`config.mk`:
```
export PLATFORM = sky130hd
export DESIGN_NAME = rtlpm_ctrl
export DESIGN_NICKNAME = d
export VERILOG_FILES = /design/src/hdl/rtlpm_pkg.sv /design/src/hdl/rtlpm_ctrl.sv
export SDC_FILE = /design/constraint.sdc
export NUM_CORES = 1
export LEC_CHECK = 0
export BUFFER_PORTS_ARGS = -buffer_cell sky130_fd_sc_hd__buf_2
export CORE_ASPECT_RATIO = 0.8
export CORE_MARGIN = 8
export CORE_UTILIZATION = 50
export DETAILED_ROUTE_END_ITERATION = 8
export PLACE_DENSITY = 0.81
export SLEW_MARGIN = 20
export SYNTH_ARGS = -nofsm -noshare
export SYNTH_HDL_FRONTEND = slang
export SYNTH_SLANG_ARGS = --single-unit
```
`constraint.sdc`:
```
create_clock -name clock -period 12.85 [get_ports clock]
set_input_delay 1.285 -clock clock [delete_from_list [all_inputs] [get_ports clock]]
set_output_delay 1.285 -clock clock [all_outputs]
set_load 0.03 [all_outputs]
```
`src/hdl/rtlpm_pkg.sv`:
```
`timescale 1ns / 1ps
// ----------------------------------------------------------------------------
// Route table package
// Types, command and status codes shared by the route table modules.
// ----------------------------------------------------------------------------
package rtlpm_pkg;

   typedef enum logic [2:0] {
      CMD_LOOKUP    = 3'd0,
      CMD_ADD       = 3'd1,
      CMD_DELETE    = 3'd2,
      CMD_CLEAR     = 3'd3,
      CMD_CLEAR_ALL = 3'd4
   } cmd_type;

   localparam logic [2:0] ST_OK       = 3'd0;
   localparam logic [2:0] ST_EXISTS   = 3'd1;
   localparam logic [2:0] ST_NOSPACE  = 3'd2;
   localparam logic [2:0] ST_NOTFOUND = 3'd3;
   localparam logic [2:0] ST_INVALID  = 3'd4;

   localparam int ENTRY_W = 146;

   typedef struct packed {
      logic [2:0]  cmd;
      logic [2:0]  tbl_sel;
      logic [31:0] dst_ip;
      logic [5:0]  prefix_len;
      logic [3:0]  route_class;
      logic [31:0] gateway;
      logic [7:0]  port_id;
      logic [31:0] source;
      logic [15:0] mtu;
      logic [15:0] port_mtu;
      logic signed [15:0] metric;
   } req_type;

   typedef struct packed {
      logic [2:0]  status;
      logic        hit;
      logic [3:0]  found_class;
      logic [31:0] found_dest;
      logic [5:0]  found_len;
      logic [31:0] found_gateway;
      logic [7:0]  found_port;
      logic [31:0] found_source;
      logic [15:0] found_mtu;
      logic signed [15:0] found_metric;
   } rsp_type;

   // one stored route
   typedef struct packed {
      logic [31:0] dest;
      logic [5:0]  len;
      logic [31:0] gateway;
      logic [31:0] source;
      logic [3:0]  cls;
      logic [7:0]  port;
      logic [15:0] mtu;
      logic [15:0] metric;
   } entry_type;

   // datapath commands
   typedef struct packed {
      logic load;        // capture request
      logic rd;          // issue read at rd_idx
      logic wr;          // write wr_data at wr_idx
      logic sel_net;     // list being worked on
      logic wr_new;      // write data comes from request, else last read
   } dp_cmd_type;

   typedef struct packed {
      logic exact;       // local exact match on dest
      logic exact_port;  // local match on dest and port
      logic net_hit;     // lookup prefix covers
      logic net_dup;     // add duplicate
      logic net_shorter; // stored length below request length
      logic net_del;     // delete match
   } dp_sts_type;

   function automatic logic [31:0] len_mask(input logic [5:0] len);
      logic [31:0] m;
      if (len == 6'd0) m = 32'd0;
      else if (len >= 6'd32) m = 32'hFFFF_FFFF;
      else m = ~(32'hFFFF_FFFF >> len[4:0]);
      return m;
   endfunction

endpackage

```
`src/hdl/rtlpm_ctrl.sv`:
```
`timescale 1ns / 1ps
// ----------------------------------------------------------------------------
// Route table controller
// Sequences scans, slot shifts and fill counts; forms the response.
// ----------------------------------------------------------------------------
module rtlpm_ctrl #(
   parameter int TABLES        = 8,
   parameter int NET_ENTRIES   = 64,
   parameter int LOCAL_ENTRIES = 64,
   parameter int AW            = 10
) (
   input  logic                   clock,
   input  logic                   reset,
   input  logic                   req_valid,
   output logic                   req_ready,
   output logic                   rsp_valid,
   input  logic                   rsp_ready,
   output rtlpm_pkg::rsp_type     rsp_data,
   input  rtlpm_pkg::req_type     req_q,
   input  rtlpm_pkg::entry_type   rd_entry,
   input  rtlpm_pkg::dp_sts_type  sts,
   output rtlpm_pkg::dp_cmd_type  cmd,
   output logic [AW-1:0]          rd_idx,
   output logic [AW-1:0]          wr_idx
);
   import rtlpm_pkg::*;

   localparam int TW = (TABLES > 1) ? $clog2(TABLES) : 1;

   typedef enum logic [7:0] {
      S_IDLE  = 8'b0000_0001,
      S_DEC   = 8'b0000_0010,
      S_RD    = 8'b0000_0100,
      S_CHK   = 8'b0000_1000,
      S_SHRD  = 8'b0001_0000,
      S_SHWR  = 8'b0010_0000,
      S_PUT   = 8'b0100_0000,
      S_RSP   = 8'b1000_0000
   } state_type;

   state_type state_ff, state_in;
   logic [AW:0] fill_l_ff [TABLES];
   logic [AW:0] fill_n_ff [TABLES];
   logic [AW:0] idx_ff, idx_in, pos_ff, pos_in;
   logic        net_ff, net_in, del_ff, del_in;
   rsp_type     rsp_ff, rsp_in;
   logic [TW-1:0] tab;
   logic [AW:0] fill, cap;
   logic        loc, net, bad_tab;
   logic        inc_fill, dec_fill, clr_one, clr_all;

   assign tab     = (TABLES > 1) ? TW'(req_q.tbl_sel) : '0;
   assign bad_tab = 32'(req_q.tbl_sel) >= TABLES;
   assign loc     = req_q.route_class[1:0] != 2'b00;
   assign net     = req_q.route_class[3:2] != 2'b00;
   assign fill    = net_ff ? fill_n_ff[tab] : fill_l_ff[tab];
   assign cap     = net_ff ? (AW+1)'(NET_ENTRIES) : (AW+1)'(LOCAL_ENTRIES);
   assign req_ready = state_ff == S_IDLE;
   assign rsp_valid = state_ff == S_RSP;
   assign rsp_data  = rsp_ff;

   always_comb begin
      state_in = state_ff;
      idx_in = idx_ff;
      pos_in = pos_ff;
      net_in = net_ff;
      del_in = del_ff;
      rsp_in = rsp_ff;
      cmd = '0;
      cmd.sel_net = net_ff;
      rd_idx = idx_ff[AW-1:0];
      wr_idx = idx_ff[AW-1:0];
      inc_fill = 1'b0;
      dec_fill = 1'b0;
      clr_one = 1'b0;
      clr_all = 1'b0;
      unique case (state_ff)
         S_IDLE: begin
            cmd.load = 1'b1;
            if (req_valid) state_in = S_DEC;
         end
         S_DEC: begin
            rsp_in = '0;
            idx_in = '0;
            del_in = 1'b0;
            state_in = S_RSP;
            net_in = !loc;
            if (req_q.cmd == CMD_CLEAR_ALL) begin
               clr_all = 1'b1;
               rsp_in.status = ST_OK;
            end else if (req_q.cmd > CMD_CLEAR_ALL) begin
               rsp_in.status = ST_INVALID;
            end else if (bad_tab) begin
               rsp_in.status = ST_NOTFOUND;
            end else if (req_q.cmd == CMD_CLEAR) begin
               clr_one = 1'b1;
               rsp_in.status = ST_OK;
            end else if (!loc && !net) begin
               rsp_in.status = ST_INVALID;
            end else begin
               state_in = S_RD;
            end
         end
         S_RD: begin
            // end of list reached
            if (idx_ff >= fill) begin
               state_in = S_RSP;
               if (req_q.cmd == CMD_LOOKUP && !net_ff && net) begin
                  net_in = 1'b1;
                  idx_in = '0;
                  state_in = S_RD;
               end else if (req_q.cmd == CMD_ADD) begin
                  if (fill >= cap) rsp_in.status = ST_NOSPACE;
                  else begin
                     pos_in = net_ff ? fill : '0;
                     idx_in = fill;
                     state_in = (idx_in == pos_in) ? S_PUT : S_SHRD;
                     if (fill == '0 || (net_ff && 1'b1)) state_in = S_PUT;
                     if (!net_ff && fill != '0) state_in = S_SHRD;
                  end
               end else rsp_in.status = ST_NOTFOUND;
            end else begin
               cmd.rd = 1'b1;
               state_in = S_CHK;
            end
         end
         S_CHK: begin
            state_in = S_RD;
            idx_in = idx_ff + 1'b1;
            unique case (req_q.cmd)
               CMD_LOOKUP: begin
                  if (net_ff ? sts.net_hit : sts.exact) begin
                     rsp_in.status = ST_OK;
                     rsp_in.hit = 1'b1;
                     rsp_in.found_class = rd_entry.cls;
                     rsp_in.found_dest = rd_entry.dest;
                     rsp_in.found_len = rd_entry.len;
                     rsp_in.found_gateway = rd_entry.gateway;
                     rsp_in.found_port = rd_entry.port;
                     rsp_in.found_source = rd_entry.source;
                     rsp_in.found_mtu = rd_entry.mtu;
                     rsp_in.found_metric = rd_entry.metric;
                     state_in = S_RSP;
                  end
               end
               CMD_ADD: begin
                  if (net_ff ? sts.net_dup : sts.exact_port) begin
                     rsp_in.status = ST_EXISTS;
                     state_in = S_RSP;
                  end else if (net_ff && sts.net_shorter) begin
                     if (fill >= cap) begin
                        rsp_in.status = ST_NOSPACE;
                        state_in = S_RSP;
                     end else begin
                        pos_in = idx_ff;
                        idx_in = fill;
                        state_in = S_SHRD;
                     end
                  end
               end
               default: begin
                  if (net_ff ? sts.net_del : sts.exact_port) begin
                     // close the slot: move later entries down one
                     del_in = 1'b1;
                     rsp_in.status = ST_OK;
                     idx_in = idx_ff + 1'b1;
                     state_in = S_SHRD;
                  end
               end
            endcase
         end
         S_SHRD: begin
            if (del_ff) begin
               if (idx_ff >= fill) begin
                  dec_fill = 1'b1;
                  state_in = S_RSP;
               end else begin
                  cmd.rd = 1'b1;
                  state_in = S_SHWR;
               end
            end else begin
               if (idx_ff == pos_ff) state_in = S_PUT;
               else begin
                  rd_idx = AW'(idx_ff - 1'b1);
                  cmd.rd = 1'b1;
                  state_in = S_SHWR;
               end
            end
         end
         S_SHWR: begin
            cmd.wr = 1'b1;
            if (del_ff) begin
               wr_idx = AW'(idx_ff - 1'b1);
               idx_in = idx_ff + 1'b1;
            end else idx_in = idx_ff - 1'b1;
            state_in = S_SHRD;
         end
         S_PUT: begin
            cmd.wr = 1'b1;
            cmd.wr_new = 1'b1;
            wr_idx = pos_ff[AW-1:0];
            inc_fill = 1'b1;
            rsp_in.status = ST_OK;
            state_in = S_RSP;
         end
         S_RSP: begin
            if (rsp_ready) state_in = S_IDLE;
         end
         default: state_in = S_IDLE;
      endcase
   end

   always_ff @(posedge clock) begin
      if (reset) begin
         state_ff <= S_IDLE;
         for (int t = 0; t < TABLES; t++) begin
            fill_l_ff[t] <= '0;
            fill_n_ff[t] <= '0;
         end
      end else begin
         state_ff <= state_in;
         if (clr_all) begin
            for (int t = 0; t < TABLES; t++) begin
               fill_l_ff[t] <= '0;
               fill_n_ff[t] <= '0;
            end
         end else if (clr_one) begin
            fill_l_ff[tab] <= '0;
            fill_n_ff[tab] <= '0;
         end else if (inc_fill || dec_fill) begin
            if (net_ff) fill_n_ff[tab] <= inc_fill ? fill + 1'b1 : fill - 1'b1;
            else        fill_l_ff[tab] <= inc_fill ? fill + 1'b1 : fill - 1'b1;
         end
      end
   end

   always_ff @(posedge clock) begin
      idx_ff <= idx_in;
      pos_ff <= pos_in;
      net_ff <= net_in;
      del_ff <= del_in;
      rsp_ff <= rsp_in;
   end
endmodule

```
Word level (Yosys, flattened, before mapping):

Memory sizes are Yosys's and may differ from the RTL's.
Cells that the tools add are included.

* register bits: 182
* memory bits (writable): 176
* bits of input ports: 324
* output and inout port bits: 177
* word-level logic and storage cells: 242
* memories kept: 2

Memories
* fill_l_ff: depth 8, width 11, rd ports 1, clocked after Yosys merged registers in 0, write ports 8, line rtlpm_ctrl.sv:42 `logic [AW:0] fill_l_ff [TABLES];`
* fill_n_ff: depth 8, width 11, rd ports 1, clocked after Yosys merged registers in 0, write ports 8, line rtlpm_ctrl.sv:43 `logic [AW:0] fill_n_ff [TABLES];`

* $add $sub $neg: 4
* magnitude comparators: 3
* eq/ne operators: 33
* multiplexer cells: 136
* bitwise logic cells: 18
* reduce and logical (&&, ||, !) cells: 31

Operators with widths (number)
* 2-to-1 mux 11 bit: 40
* case mux 147 bit (2 select lines): 1
* 2-to-1 mux 150 bit: 1
* 2-to-1 mux 147 bit: 1
* 2-to-1 mux 8 bit: 17
* case mux 8 bit (8 select lines): 1
* 2-to-1 mux 1 bit: 45
* case mux 11 bit (4 select lines): 1
* 2-to-1 mux 10 bit: 4
* 2-to-1 mux 3 bit: 13
* inequality test 2 bit (second input constant): 14
* adder 11 x 1 -> 11 bit (second input constant): 2
* == test 11 bit: 2
* case mux 11 bit (2 select lines): 1
* OR reduction 11 bit: 2
* subtractor 11 x 1 -> 11 bit (second input constant): 2
* 2-to-1 mux 7 bit: 3
* case mux 10 bit (2 select lines): 1
* bitwise OR 1 bit: 18
* case mux 8 bit (2 select lines): 1
* case mux 3 bit (4 select lines): 1
* >= comparator 11 bit: 1
* >= comparator 11 x 7 -> 1 bit (second input constant): 1
* logical NOT 11 bit: 1
* other kinds (31): 51

Longest topological paths before layout:

Gate-level depths: netlist of the first run.
An unclocked memory read counts as a cell.

* word-level depth: 15
* mapped depth: 20
* gate-level depth less buffers: 15

Least setup slack after synthesis of the first run:

No wires, ideal clock.

* path type: input to output
* from: in req_q[163] in the netlist's numbering
* to: out cmd[3] in the netlist's numbering
* arrival time: 4387 ps
* path slack: 7178 ps
* stages: 17
* buffers on the path: 3
* cells stage by stage: buf_6 buf_4 buf_4 or3b_1 a21oi_1 nor3_1 a21oi_1 inv_1 ha_1 a21oi_1 nor2b_1 o21ai_0 o2111ai_1 a31o_2 nor2_1 a21oi_1 o21ai_0

RTL lines
* start, declared: line rtlpm_ctrl.sv:19 `input rtlpm_pkg::req_type req_q,`
* end, declared: line rtlpm_ctrl.sv:22 `output rtlpm_pkg::dp_cmd_type cmd,`

==> flow_metrics.tcl, run 1 <==
set metrics [dict create \
    ys_warn_count 0 \
    avgSynthCellArea_um2 12.47 \
    async_reset_ff_frac 0 \
    numCtsBuffers 39 \
    grt_max_degree 113 \
    viasPerCell 5.978 \
    layout_common_cells "edfxtp_1, buf_2, and2_1" \
    fin_tns_setup_ns 0 \
    drv_slew 0 \
    globalplace.congestion 0.9145 \
    wl_per_cell_um 24.38 \
    fin_crit_ns 6.817 \
    worst_setup_path_end_kind "output port" \
    start_util 0.5026 \
    crit_fanout 71 \
    status "completed" \
    fin_skew_ns 0.01668 \
    layout_commonest_cell "edfxtp_1" \
    drt_wl_total_um 52550 \
    worstMarginPinSlew_ns 1.167 \
    maxSlewHeadroom 0.2217 \
    worstPathArrival_ns 5.53 \
    finalHoldViolations 0 \
    clk_latency_ns 0.53 \
    slowest_delay_ns 0.83 \
    synthTopCellsByArea "edfxtp_1, and2_1, nor3_1" \
    grt_pass1_wl_um 77600 \
    synth_top_cell_area_share 0.6089 \
    ys.flop_type "edfxtp_1" \
    ctsLongestPathBuffers 3 \
    post-route-period-util 0.5305 \
    ant_nets 0 \
    antenna_found_initial 5 \
    htree_levels 2 \
    hold_buffers 0 \
    yosysTopAreaCell "edfxtp_1" \
    area_growth_pct 18.56 \
    clk_pin_slew_ns 0.07 \
    drt_iter0_drc 1763 \
    setup_viol 0 \
    holdWs_ns 0.6147 \
    syn_nets 1733 \
    p_leak_uw 0.007554 \
    ys_seq_area_frac 0.6182 \
    clock-sinks 358 \
    drc 0 \
    dp_hpwl_um 36210 \
    rsz0062_at_grt "false" \
    design_area_mm2 0.02046 \
    p_total_uw 2771 \
    dieArea_mm2 0.04076 \
    postPlaceCellArea_mm2 0.01919 \
    synth_cell_types 83 \
    syn-cell-area_mm2 0.01726 \
    setup_slack_ns 6.033 \
    die_width_um 223.7 \
    synth_edf_count 350 \
    cp_slowest_cell "a2111oi_1" \
    synth_seq_cells 358 \
    nets 2031 \
    row_count 61 \
    critPathKind "in -> out" \
    numPortBuffers 342 \
    worst_ir_drop_vdd_uv 95.24 \
    io-pin-count 501 \
    cp-start-kind "primary input" \
    core_mm2 0.03435 \
    powerDensity_mw_per_mm2 135.4 \
    dr_total_vias 12880 \
    track_usage 0.2483 \
    pre_cts_ws_ns 6.152 \
    hp-class "reg -> reg" \
    dr.pass1.iters 5 \
    max_freq_ghz 0.1467 \
    overflow 0 \
    cts-root-buf "clkbuf_16" \
    first_global_vias 12700 \
    crit_required_ns 11.56 \
    drive_above_1_share 0.2848 \
    ctsResizeCount 0 \
    postCtsSetupRepairBufs 0 \
    cp_cell_sequence "buf_2 -> buf_4 -> nor2b_1 -> o2bb2ai_1 -> a2111oi_1 -> or2_2 -> ha_1 -> a21oi_1 -> o2111ai_1 -> a31o_2 -> or2_2 -> o21ai_0 -> buf_2" \
    syn_inst 1384 \
    cts_tree "built" \
    cap_violations 0 \
    die_h_um 182.2 \
]
[registers in the layout, indices dropped and copies added (netlist names)]
name	count
del_ff	1
fill_n_ff	88
state_ff	8
rsp_data	150
net_ff	1
idx_ff	11
fill_l_ff	88
pos_ff	11
[worst max-delay path, delay by kind of cell]
| kind | cells | cell delay, ns |
|---|---|---|
| fa+ha+maj | 1 | 0.27 |
| simple gates | 3 | 1.05 |
| compound gates | 6 | 1.81 |
| buf+inv | 3 | 1.04 |
[worst paths after layout]
| path | from | to | slack, ns | cells past startpoint |
|---|---|---|---|---|
| max | req_q[164] | cmd[3] | 6.03 | 13 |
| min | rsp_data[149]$_DFFE_PP_ | rsp_data[149]$_DFFE_PP_ | 0.61 | 1 |
| max reg2reg | state_ff[3]$_SDFFE_PP0P_ | fill_n_ff[6][10]$_SDFFCE_PN0P_ | 7.75 | 13 |
| min reg2reg | rsp_data[149]$_DFFE_PP_ | rsp_data[149]$_DFFE_PP_ | 0.61 | 1 |
[layout make-up]
cell class | count | area, um^2
antenna | 4 | 10.01
clock buffer | 49 | 1056
clock inverter | 20 | 195.2
fill | 2745 | 13880
inverter | 27 | 102.6
multi-input combinational | 897 | 6040
sequential | 358 | 10670
tap | 441 | 551.8
timing repair buffer | 359 | 1839
[kinds of logic (layout without fill, tap and decap cells)]
group / count (synthesis) / in the layout / synth area share
DFF: 358 / 358 / 0.6181
buffers and inverters: 129 / 455 / 0.03429
AOI/OAI and AO/OA: 174 / 174 / 0.07118
muxes: 60 / 60 / 0.05074
other: 0 / 4 / 0
and+or+nand+nor: 592 / 592 / 0.1820
adders and majority gates: 25 / 25 / 0.01856
xor gates and xnor gates: 46 / 46 / 0.02508
[cell usage after synthesis (4+ instances only)]
cell,number
inv_1,24
o221ai_1,10
buf_1,12
a31oi_1,8
nor2_1,136
nor4_1,8
a21boi_1,4
a21o_1,5
clkbuf_1,58
a32o_1,5
mux2i_1,31
a21oi_1,32
o21ai_0,39
nor3b_1,5
and3_1,10
nand3b_1,9
or3_1,7
o21a_1,4
buf_4,12
nand4_1,11
xor2_1,21
nor3_1,107
mux2_2,4
buf_6,6
xnor2_1,21
and3b_1,4
nand3_1,15
and2_1,152
nand2_1,75
dfxtp_1,8
edfxtp_1,350
a22oi_1,9
a21boi_0,4
nor3_2,12
o211ai_1,6
buf_2,14
mux4_2,20
ha_1,24
nand2b_1,15
a211oi_1,4
nor2b_1,13
[routing by layer]
metal,routed length [um],track usage,vias up,part of all wire
met2,24900,0.3959,798,0.47
met1,19610,0.3237,6258,0.37
li1,-,-,5677,-
met3,6302,0.07154,147,0.12
met5,13,0,-,0.00025
met4,1726,0.08417,2,0.033
[per-stage QoR]
step	cells	util
2_1_floorplan	1384	-
3_3_place_gp	2082	0.5583
3_5_place_dp	2082	0.5587
4_1_cts	2151	0.5951
5_1_grt	2153	0.5957
6_report	2155	0.5958
[where the power goes]
part | switching, uW | internal [uW] | leakage (uW)
clock | 455 | 661 | 0.000609
sequential | 18.3 | 1320 | 0.00336
combinational | 222 | 95.1 | 0.00359
(Power assumes the default switching activity.)
==> run 2: changes to the inputs <==
Settings changed: CORE_UTILIZATION 50 to 47, PLACE_DENSITY 0.81 to 0.8.
Clock period 12.85 ns to 5.9 ns, I/O delays scaled along.
==> run 2 against run 1 <==
Compared with the run above:
- non-clock buffer count is 31 higher
- worst setup slack worse by 5.1 ns
- first-iteration DRC count is 1.0% lower
- total power is 120% higher
- critical path depth is 4 higher
- global-route usage is 0.76 points lower
- sequential power is 120% higher
- hold slack worse by 0.28 ns
==> flow_metrics.tcl, run 2 (synthesized netlist as in run 1, its figures left out) <==
set metrics [dict create \
    final_core_util 0.5774 \
    drt_wl_total_um 54170 \
    intPower_uw 4578 \
    track_usage 0.2407 \
    setup_slack_ns 0.9587 \
    layout_commonest_cell "edfxtp_1" \
    antenna_found_initial 11 \
    ctsLongestPathBuffers 3 \
    layout_common_cells "edfxtp_1, buf_2, and2_1" \
    critPathKind "in -> reg" \
    postCtsSetupRepairBufs 0 \
    max_freq_ghz 0.2024 \
    io-pin-count 501 \
    worst_ir_drop_vdd_uv 224.3 \
    fin_tns_setup_ns 0 \
    hold_buffers 0 \
    row_count 62 \
    finalHoldViolations 0 \
    drv_slew 0 \
    htree_levels 2 \
    cp_slowest_cell "nor2_1" \
    status "completed" \
    drive_above_1_share 0.3021 \
    first_global_vias 12870 \
    core_mm2 0.03607 \
    dr_total_vias 13060 \
    viasPerCell 5.879 \
    fillCellCount 2928 \
    cp-start-kind "primary input" \
    fin_skew_ns 0.02836 \
    clk_latency_ns 0.54 \
    cts-root-buf "clkbuf_16" \
    grt_pass1_wl_um 80180 \
    drc 0 \
    grt_max_degree 100 \
    ctsResizeCount 0 \
    cap_violations 0 \
    overflow 0 \
    combPwrFrac 0.117 \
    swShare 0.2507 \
    crit_required_ns 6.14 \
    clk_pin_slew_ns 0.07 \
    drt_iter0_drc 1745 \
    p_sw_uw 1532 \
    crit_path_frequent_cell "buf_4" \
    post-route-period-util 0.8375 \
    worst_setup_path_end_kind "flop" \
    maxSlewHeadroom 0.1982 \
    worstMarginPinSlew_ns 1.200 \
    regArea_mm2 0.01067 \
    wl_per_cell_um 24.38 \
    ant_nets 0 \
    rsz0062_at_grt "false" \
    largest_register_ffs 150 \
    start_util 0.4785 \
    die_h_um 187.4 \
    setup_viol 0 \
    dr.pass1.iters 5 \
    clock-sinks 358 \
    cts_tree "built" \
    clockPowerShare 0.405 \
    p_leak_uw 0.007737 \
    cp_cell_sequence "buf_2 -> buf_4 -> nor2b_1 -> a22oi_1 -> o2111ai_1 -> o21a_1 -> inv_1 -> ha_1 -> nor2b_1 -> o21ai_0 -> o2111ai_1 -> a31o_2 -> a31o_2 -> a21boi_1 -> buf_4 -> nor2_1 -> buf_4" \
    hp-class "in -> reg" \
    dp_hpwl_um 38310 \
    globalplace.congestion 0.9570 \
    seqPwrFrac 0.477 \
    area_growth_pct 20.65 \
    numCtsBuffers 38 \
    powerDensity_mw_per_mm2 293.4 \
    worstPathArrival_ns 5.18 \
    slowest_delay_ns 0.77 \
    crit_fanout 30 \
    nets 2061 \
    die_width_um 230.3 \
    holdWs_ns 0.3347 \
    multi_input_area_mm2 0.006051 \
    pre_cts_ws_ns 0.5261 \
    numPortBuffers 342 \
    dieArea_mm2 0.04315 \
    fin_crit_ns 4.941 \
]
## run 2: cell count changes in the layout (fill, tap and decap cells not counted), moves of 2 or more
cell,previous run,this run
buf_12,0,4
buf_4,17,44
bufinv_16,4,6
clkbuf_1,8,5
clkbuf_16,41,39
clkinv_1,9,3
clkinv_2,6,8
clkinvlp_4,1,3
inv_6,0,3
nand2_1,71,69
nand2_2,3,5
## run 2: cell type report
class	instances	share of cell area
Sequential cell	358	0.5123
Multi-Input combinational cell	897	0.2905
Tap cell	480	0.02884
Clock inverter	22	0.01322
Inverter	27	0.004926
Timing Repair Buffer	390	0.1019
Antenna cell	4	0.0004806
Clock buffer	44	0.04776
## run 2: path summary, 6_finish.rpt
path	startpoint	end	slack, ns	depth (start not counted)
worst max-delay path	req_q[162]	fill_l_ff[3][0]$_SDFFCE_PN0P_	0.96	17
worst min-delay path	rd_entry[80]	rsp_data[76]$_SDFFCE_PN0P_	0.33	2
worst max register to register	fill_n_ff[7][3]$_SDFFCE_PN0P_	fill_l_ff[3][0]$_SDFFCE_PN0P_	1.27	16
worst min register to register	rsp_data[149]$_DFFE_PP_	rsp_data[149]$_DFFE_PP_	0.60	1
## run 2: through the flow
step           instances  total power (uW)  instance area, um^2
3_3_place_gp        2152              3645                19510
3_5_place_dp        2152              3666                19520
6_report            2222              6109                20830
2_1_floorplan       1384              3405                17260
5_1_grt             2219              6269                20820
4_1_cts             2218              6109                20790
## run 2: power by group through the flow
stage / logic [uW] / registers [uW] / clock network, uW
after floorplan: 374 / 3030 / 0
after global placement: 683 / 2960 / 0
after detailed placement: 699 / 2970 / 0
after CTS: 702 / 2910 / 2490
after global routing: 755 / 2920 / 2590
final: 718 / 2910 / 2480
## run 2: critical path: cells and delay by family
kind                     cells  cell delay [ns]
adder cells (fa/ha/maj)      1             0.28
AND/OR/NAND/NOR              3             1.24
AO/OA/AOI/OAI                8             1.57
buffers and inverters        5             1.47
## run 2: routing by layer
layer  vias to the layer above  routed length [um]  global-route usage
met4                         4                1523             0.06693
met3                       134                6339             0.05927
met2                       857               25820              0.3922
met5                         -                  27                   0
li1                       5736                   -                   -
met1                      6333               20460              0.3175
